<file path="config.mk">
export PLATFORM = sky130hd
export DESIGN_NAME = npf_cell
export DESIGN_NICKNAME = d
export VERILOG_FILES = /design/src/sv/npf_pkg.sv /design/src/sv/npf_cell.sv
export SDC_FILE = /design/constraint.sdc
export NUM_CORES = 1
export LEC_CHECK = 0
export ABC_AREA = 0
export BUFFER_PORTS_ARGS = -buffer_cell sky130_fd_sc_hd__buf_2
export CAP_MARGIN = 40
export CORE_AREA = 5 5 75 77
export CTS_CLUSTER_DIAMETER = 30
export DETAILED_ROUTE_END_ITERATION = 6
export DIE_AREA = 0 0 80 82
export PLACE_DENSITY = 0.83
export SLEW_MARGIN = 30
export SYNTH_ARGS = -nofsm -noshare
export SYNTH_HDL_FRONTEND = slang
export SYNTH_SLANG_ARGS = --single-unit
export TNS_END_PERCENT = 1
</file>
<file path="constraint.sdc">
create_clock -name clk -period 4.1 [get_ports clk]
set_input_delay 0.205 -clock clk [delete_from_list [all_inputs] [get_ports clk]]
set_output_delay 0.205 -clock clk [all_outputs]
set_load 0.02 [all_outputs]
</file>
<file path="src/sv/npf_pkg.sv">
`timescale 1ns / 1ps
// npf_pkg: shared types and constants for the near pair finder.
// No dependencies; used by the interfaces and every module of the block.
package npf_pkg;

  localparam int COORD_W = 16;
  localparam int IDX_W   = 6;
  localparam int CNT_W   = 7;
  localparam int THR_W   = 24;
  localparam int SQ_W    = 34;
  localparam int D2_W    = 35;

  localparam logic [THR_W-1:0] THR_RESET = 24'd16384;  // 4.0 A^2 in 1/4096 units

  typedef struct packed {
    logic signed [COORD_W-1:0] x;
    logic signed [COORD_W-1:0] y;
    logic signed [COORD_W-1:0] z;
  } atom_t;

  // slot travelling into the distance unit
  typedef struct packed {
    logic             vld;    // slot occupied
    logic             entry;  // compare against a live stored atom
    logic             fin;    // end-of-scan marker
    logic [IDX_W-1:0] idx;
  } tok_t;

  // slot leaving the distance unit
  typedef struct packed {
    logic             vld;
    logic             hit;
    logic             fin;
    logic [IDX_W-1:0] idx;
  } hit_t;

  typedef struct packed {
    logic [IDX_W-1:0] earlier_index;
    logic [IDX_W-1:0] later_index;
    logic             last_of_run;
    logic             overflow;
  } res_t;

  typedef enum logic [1:0] {
    ST_IDLE,
    ST_SCAN,
    ST_DRAIN,
    ST_OVF
  } state_t;

endpackage

</file>
<file path="src/sv/npf_cell.sv">
`timescale 1ns / 1ps
// npf_cell: one slot of the rotating atom ring.
// Depends on npf_pkg.
module npf_cell (
  input  logic           clk,
  input  logic           shift,
  input  logic           load,
  input  npf_pkg::atom_t load_atom,
  input  npf_pkg::atom_t nb_atom,
  output npf_pkg::atom_t atom
);
  import npf_pkg::*;

  atom_t atom_reg;

  // load wins: it only happens after a full rotation, never with shift
  always_ff @(posedge clk) begin
    if (load) begin
      atom_reg <= load_atom;
    end else if (shift) begin
      atom_reg <= nb_atom;
    end
  end

  assign atom = atom_reg;

endmodule

</file>
==> results.ini <==
[worst_setup_path]
critPathRequiredTime_ns=4.03
worstSetupStartpoint=load
critPathArrivalTime_ns=1.49
crit_chain=buf_2 -> buf_4 -> or2_4
setup.worst_path.class=in2reg
cp_max_fo=49
path_buf_inv=2
max_stage_delay_ns=0.65
crit_path_end_kind=register
crit_path_start_kind=input port
path_depth=3
setup.worst_path.end=atom[36]
cpMaxStageDelayCell=or2_4
cp_top_family=simple AND/OR/NAND/NOR gates

[cells_and_area]
n_fill_cell=412
diodes=0
multi_input_area_um2=583
final_cells=322
largest_reg_flops=48
regArea_um2=1440
area_growth_syn_to_layout_pct=43.1
drive_above_1_share_pct=80.6
fin_nets=350

[detailed_routing]
drtIter0Drc=59
vias_per_cell=4.41
dr.pass1.iters=4
dr_total_vias=1421
drc=0
wire_per_inst_um=14.9
wirelength_mm=4.80
ant_nets=0

[timing]
slew_headroom_pct=57.4
hold_viol=0
tightest_slew_ns=0.639
finalCritPeriodShare_pct=38.1
finalSetupViolCount=0
min_period_ns=1.56
tns_ns=0
max_freq_mhz=639
slew_viol_final=0
rsz0062_at_grt=no

[die]
design.core.area_um2=4940
fp.dieW_um=80
start_util_pct=41.8
die_h_um=82
die_area_um2=6560
io_pins=147
rows=26

[clock_network]
clkTransAtPathRegs_ns=0.08
cts_max_level=2
cts_setup_buffers=0
cts_tree=yes
cts_buffers=5
cts_sinks=48
clockBufferDepth=2
cts_root_buf=clkbuf_8
postCtsHoldBufs=0
cts-resized-gates=0

[logic_synthesis]
ys_seq_area_share_pct=69.7
ys_ff_latch=48
synth_area_leaders=edfxtp_1, mux2_2, mux2_4
syn_avg_cell_area_um2=20.3
netlist_instances=102
syn_area_um2=2070
ys_warn_count=0
synth_area_leader_cell=edfxtp_1
synth.net_count=201
synth_top_area_share_pct=69.7
synth_cell_types=6

[global_route]
grt_use_total_pct=13.8
grt_max_degree=50
antenna_found_initial=0
grt_pass1_wl_mm=6.69
globalRouteOverflowTotal=0
grt_pass1_vias=1453

[power_and_ir_drop]
total_power_mw=1.17
p_leak_nw=1.35
vdd_drop_max_mv=0.170
power_density_nw_per_um2=396

[placed_design]
placed_cells=314
gp_congestion=0.663
port_buffers=146

[worst_hold_path]
hp-class=in2reg

[job]
max_cap_viol_count=0

[run_status]
status=completed

synthesized netlist by cell type:
library cell and instances:
or2_1 1, buf_4 3, mux2_2 39, edfxtp_1 48, mux2_4 9, buf_6 2
stage by stage:
step           setup slack, ns  area [um2]  utilization [%]  hold slack [ns]
2_1_floorplan             2.09        2070                -            0.422
3_3_place_gp              1.95        2850             57.6            0.506
3_5_place_dp              2.20        2850             57.6            0.509
4_1_cts                   2.51        2960             59.8            0.201
5_1_grt                   2.44        2960             59.8            0.197
6_report                  2.54        2960             59.8            0.211
kinds of logic (layout without fill, tap and decap cells):
| kind of cell | after synthesis | after routing | synth area share, % |
|---|---|---|---|
| buffers and inverters | 5 | 155 | 2.18 |
| DFF | 48 | 48 | 69.7 |
| muxes | 48 | 48 | 27.8 |
| and+or+nand+nor | 1 | 1 | 0.303 |
area by class of cell:
cell class,instances,area share [%]
Sequential cell,48,48.7
Timing Repair Buffer,147,25.0
Multi-Input combinational cell,49,19.7
Tap cell,70,2.96
Clock buffer,6,2.45
Clock inverter,2,1.18
routing by layer:
layer | routed length [um] | GRT usage, %
met3 | 618 | 5.48
met1 | 1730 | 14.5
met2 | 2390 | 25.2
met4 | 60 | 4.39
met5 | 0 | 0
where the power goes:
part	total [mW]	internal, mW	switching [mW]
clock network	0.323	0.181	0.142
registers	0.614	0.602	0.0122
logic	0.235	0.105	0.130
worst min-delay path by stage:
stage	start	endpoint	slack, ns	depth (start not counted)
6_report	nb_atom[33]	atom[33]	0.21	2
5_1_grt	load_atom[30]	atom[30]	0.20	2
4_1_cts	nb_atom[33]	atom[33]	0.20	2
3_5_place_dp	load_atom[41]	atom[41]	0.51	2
3_3_place_gp	load_atom[37]	atom[37]	0.51	2
2_1_floorplan	load_atom[36]	atom[36]	0.42	1
placed cells by master (no fill, tap or decap):
cell       instances
edfxtp_1          48
clkinv_2           1
buf_4              1
buf_2            146
clkbuf_1           1
mux2_4             9
bufinv_16          1
mux2_2            39
or2_4              1
clkbuf_8           5
No activity file was read; power rests on OpenSTA's default activity.
