`src/sv/npf_pkg.sv`:
```
`timescale 1ns / 1ps
// npf_pkg: shared types and constants for the near pair finder.
// No dependencies; used by the interfaces and every module of the block.
package npf_pkg;

  localparam int COORD_W = 16;
  localparam int IDX_W   = 6;
  localparam int CNT_W   = 7;
  localparam int THR_W   = 24;
  localparam int SQ_W    = 34;
  localparam int D2_W    = 35;

  localparam logic [THR_W-1:0] THR_RESET = 24'd16384;  // 4.0 A^2 in 1/4096 units

  typedef struct packed {
    logic signed [COORD_W-1:0] x;
    logic signed [COORD_W-1:0] y;
    logic signed [COORD_W-1:0] z;
  } atom_t;

  // slot travelling into the distance unit
  typedef struct packed {
    logic             vld;    // slot occupied
    logic             entry;  // compare against a live stored atom
    logic             fin;    // end-of-scan marker
    logic [IDX_W-1:0] idx;
  } tok_t;

  // slot leaving the distance unit
  typedef struct packed {
    logic             vld;
    logic             hit;
    logic             fin;
    logic [IDX_W-1:0] idx;
  } hit_t;

  typedef struct packed {
    logic [IDX_W-1:0] earlier_index;
    logic [IDX_W-1:0] later_index;
    logic             last_of_run;
    logic             overflow;
  } res_t;

  typedef enum logic [1:0] {
    ST_IDLE,
    ST_SCAN,
    ST_DRAIN,
    ST_OVF
  } state_t;

endpackage

```
`src/sv/npf_dist.sv`:
```
`timescale 1ns / 1ps
// npf_dist: squared distance and threshold compare, one register stage.
// Depends on npf_pkg.
module npf_dist (
  input  logic                      clk,
  input  logic                      rst,
  input  logic                      en,
  input  logic [npf_pkg::THR_W-1:0] thr,
  input  npf_pkg::atom_t            probe,
  input  npf_pkg::atom_t            stored,
  input  npf_pkg::tok_t             tok_in,
  output npf_pkg::hit_t             hit_out
);
  import npf_pkg::*;

  logic signed [COORD_W:0] dx, dy, dz;
  logic signed [SQ_W-1:0]  px, py, pz;
  logic [SQ_W-1:0]         sx, sy, sz;
  tok_t                    tok_q;
  logic [D2_W-1:0]         d2;

  always_comb begin
    dx = {probe.x[COORD_W-1], probe.x} - {stored.x[COORD_W-1], stored.x};
    dy = {probe.y[COORD_W-1], probe.y} - {stored.y[COORD_W-1], stored.y};
    dz = {probe.z[COORD_W-1], probe.z} - {stored.z[COORD_W-1], stored.z};
    px = dx * dx;
    py = dy * dy;
    pz = dz * dz;
  end

  always_ff @(posedge clk) begin
    if (en) begin
      sx <= unsigned'(px);
      sy <= unsigned'(py);
      sz <= unsigned'(pz);
    end
  end

  always_ff @(posedge clk) begin
    if (rst) begin
      tok_q <= '0;
    end else if (en) begin
      tok_q <= tok_in;
    end
  end

  // exact: squares are non-negative and fit 34 bits, sum fits 35
  assign d2 = D2_W'(sx) + D2_W'(sy) + D2_W'(sz);

  always_comb begin
    hit_out.vld = tok_q.vld;
    hit_out.hit = tok_q.vld && tok_q.entry && (d2 < D2_W'(thr));
    hit_out.fin = tok_q.fin;
    hit_out.idx = tok_q.idx;
  end

endmodule

```
`config.mk`:
```
export PLATFORM = sky130hd
export DESIGN_NAME = npf_dist
export DESIGN_NICKNAME = d
export VERILOG_FILES = /design/src/sv/npf_pkg.sv /design/src/sv/npf_dist.sv
export SDC_FILE = /design/constraint.sdc
export NUM_CORES = 2
export LEC_CHECK = 0
export BUFFER_PORTS_ARGS = -buffer_cell sky130_fd_sc_hd__buf_2
export CORE_ASPECT_RATIO = 1.5
export CORE_UTILIZATION = 60
export DETAILED_ROUTE_END_ITERATION = 7
export PLACE_DENSITY = 0.87
export SYNTH_ARGS = -nofsm -noshare
export SYNTH_HDL_FRONTEND = slang
export SYNTH_SLANG_ARGS = --single-unit
export TNS_END_PERCENT = 10
```
`constraint.sdc`:
```
create_clock -name clk -period 9.46 [get_ports clk]
set_clock_uncertainty 0.05 [all_clocks]
set_input_delay 1.892 -clock clk [delete_from_list [all_inputs] [get_ports clk]]
set_output_delay 1.892 -clock clk [all_outputs]
set_load 0.01 [all_outputs]
```
==> results.json <==
{
  "status": "finished with violations",
  "violations": "negative setup slack",
  "coreArea_mm2": 0.0612,
  "final_util_pct": 70.1,
  "timing.setup.critical_path_class": "in -> reg",
  "slowest_delay_ps": 760,
  "instances_no_fill": 5270,
  "route.detailed.drc": 0,
  "ys_seq_area_share_pct": 8.47,
  "rsz0062_at_grt": "yes",
  "start_util_pct": 60.8,
  "drt-total-wl_um": 104000,
  "required_ps": 9530,
  "ys.warnings.count": 0,
  "vias": 30400,
  "grt_usage_pct": 32.5,
  "critical_path.startpoint": "stored[34]",
  "placedCellCount": 5209,
  "finalHoldViolCount": 0,
  "overflow": 0,
  "period_needed_ps": 10010,
  "drt_iter0_drc": 2376,
  "cp_common_cell": "fa_1",
  "wl_met1_um": 33700,
  "max_freq_ghz": 0.0999,
  "first_pass_iters": 6,
  "fin_area_mm2": 0.0429,
  "synth_ff_type": "edfxtp_1",
  "routed-wl-met3_um": 8260,
  "synth_cell_types": 74,
  "numCtsBuffers": 9,
  "htree_levels": 3,
  "worst_slack_ps": -546,
  "viasPerCell": 5.78,
  "rrSetupSlack_ps": 8760,
  "ys_ff_latch": 108,
  "clk_pin_slew_ps": 90,
  "clockRootBuffer": "clkbuf_16",
  "dp_hpwl_um": 83800,
  "r2r-end": "hit_out[8]",
  "syn_avg_cell_area_um2": 9.36,
  "cp.arrival_ps": 10080,
  "synth_edf_count": 99,
  "clkLatencyLatePin_ps": 360,
  "top_layer": "met5",
  "dieWidth_um": 205,
  "grt_start_max_net_pins": 71,
  "whs_path_depth": 2,
  "grt_first_pass_wirelength_um": 159000,
  "fin_nets": 5807,
  "boundaryPins": 141,
  "cts_tree": "built",
  "crit_fanout": 8,
  "grt_pass1_vias": 33300,
  "synth_area_mm2": 0.0372,
  "netlist_instances": 3977,
  "r2r-start": "hit_out[8]",
  "place.gp.congestion": 0.970,
  "crit_slowest_cell": "fa_1",
  "setup_viol": 7,
  "drv_cap": 0,
  "ctsLongestPathBuffers": 2,
  "chipHeight_um": 307,
  "io_buffers": 140,
  "post_dp_cell_area_mm2": 0.0415,
  "maxSlewViolCount": 0,
  "rows": 111,
  "layout_common_cells": "1,078 x inv_1, 823 x fa_1, 415 x buf_4",
  "synthArstFlopShare_pct": 0,
  "routed-wl-met2_um": 53200,
  "cp-end-kind": "register",
  "antenna_found_initial": 2,
  "final_common_cell": "inv_1",
  "area.growth.synth_to_final_pct": 15.4,
  "worst_setup_path_start_kind": "input port",
  "finalCritPeriodShare_pct": 106,
  "drive_above_1_share_pct": 17.3,
  "worst_pin_slew_ps": 1120,
  "die_area_mm2": 0.0630,
  "antenna_left": 0,
  "worstHoldPathType": "reg -> reg",
  "reg2regPathDepth": 2,
  "wire_per_inst_um": 19.8,
  "cts_num_sinks": 108,
  "holdPathEnd": "hit_out[2]",
  "worstHoldStart": "hit_out[2]",
  "maxSlewHeadroom_pct": 24.7
}
[metrics by stage]
step / hold slack, ps / setup TNS [ps] / worst slack [ps]
floorplan: 410 / -156 / -78.2
global placement: 422 / -1190 / -213
detailed placement: 430 / -7840 / -510
CTS: 450 / 0 / 3.47
global route: 500 / -5490 / -794
finish: 449 / -2160 / -546
[cell type report]
type | count | area, um2
Antenna cell | 1 | 2.50
Fill cell | 4048 | 18300
Timing Repair Buffer | 572 | 4080
Multi-Input combinational cell | 2670 | 30200
Clock inverter | 7 | 103
Tap cell | 791 | 990
Inverter | 1112 | 4190
Sequential cell | 108 | 3150
Clock buffer | 9 | 225
[routing by layer]
layer	vias to the layer above	GRT usage (%)
li1	13000	-
met2	1777	58.6
met4	2	22.4
met3	726	4.43
met5	-	0
met1	15000	34.9
[worst max-delay path: cells and delay by family]
kind | cells | cell delay (ps)
compound gates | 13 | 2980
buf+inv | 8 | 810
simple gates | 3 | 560
fa+ha+maj | 8 | 3680
xor+xnor | 1 | 150
[Yosys cell counts, types with 8 or more instances]
cell type	n	area, um2
inv_1	1096	4110
fa_1	846	16900
ha_1	356	4450
nor2_1	334	1250
nand2_1	318	1190
xnor2_1	128	1120
a21oi_1	124	621
edfxtp_1	99	2970
o21ai_0	77	385
clkbuf_1	68	255
a21o_1	44	330
xor2_1	41	359
o21a_1	32	240
and3_1	31	194
nand2b_1	30	188
nand3_1	29	145
nor3_1	27	135
a211oi_1	23	173
nor2b_1	23	144
o21bai_1	18	135
or3_1	18	113
mux2i_1	15	150
a31oi_1	13	81.3
o211ai_1	12	90.1
clkinv_1	11	41.3
and2_1	10	62.6
buf_2	10	50.1
nand4_1	10	62.6
dfxtp_1	9	180
a211o_1	8	70.1
buf_4	8	60.1
[sequential cells by signal, indices dropped and copies added, names as in the netlist]
register and cells:
sx 33, sy 33, tok_q 1, sz 33, hit_out 8
[worst max-delay path by stage]
stage / depth (start not counted) / end
after floorplan: 31 / sy[32]
after global placement: 31 / sy[32]
after detailed placement: 31 / sy[32]
after CTS: 33 / sy[32]
after global routing: 33 / sx[33]
final: 33 / sx[33]
[kinds of logic after synthesis]
| family | count (synthesis) | synth area share, % |
|---|---|---|
| fa+ha+maj | 1202 | 57.5 |
| buf+inv | 1200 | 12.2 |
| simple gates | 860 | 9.96 |
| compound gates | 421 | 7.45 |
| xor+xnor | 169 | 3.98 |
| flops | 108 | 8.47 |
| mux | 15 | 0.403 |
| other cells | 2 | 0.0202 |
[what timing repair did]
action | in CTS | in global routing
buffers inserted | 5 | 39
gates resized for setup | 13 | 191
setup endpoints to repair | 5 | 37
hold buffers | 0 | 0
endpoints found under the hold margin | 0 | 0
pin swaps | 7 | 131
Power is not shown: default switching activity piles up to over one toggle a cycle in this logic, so the estimate is an artifact.
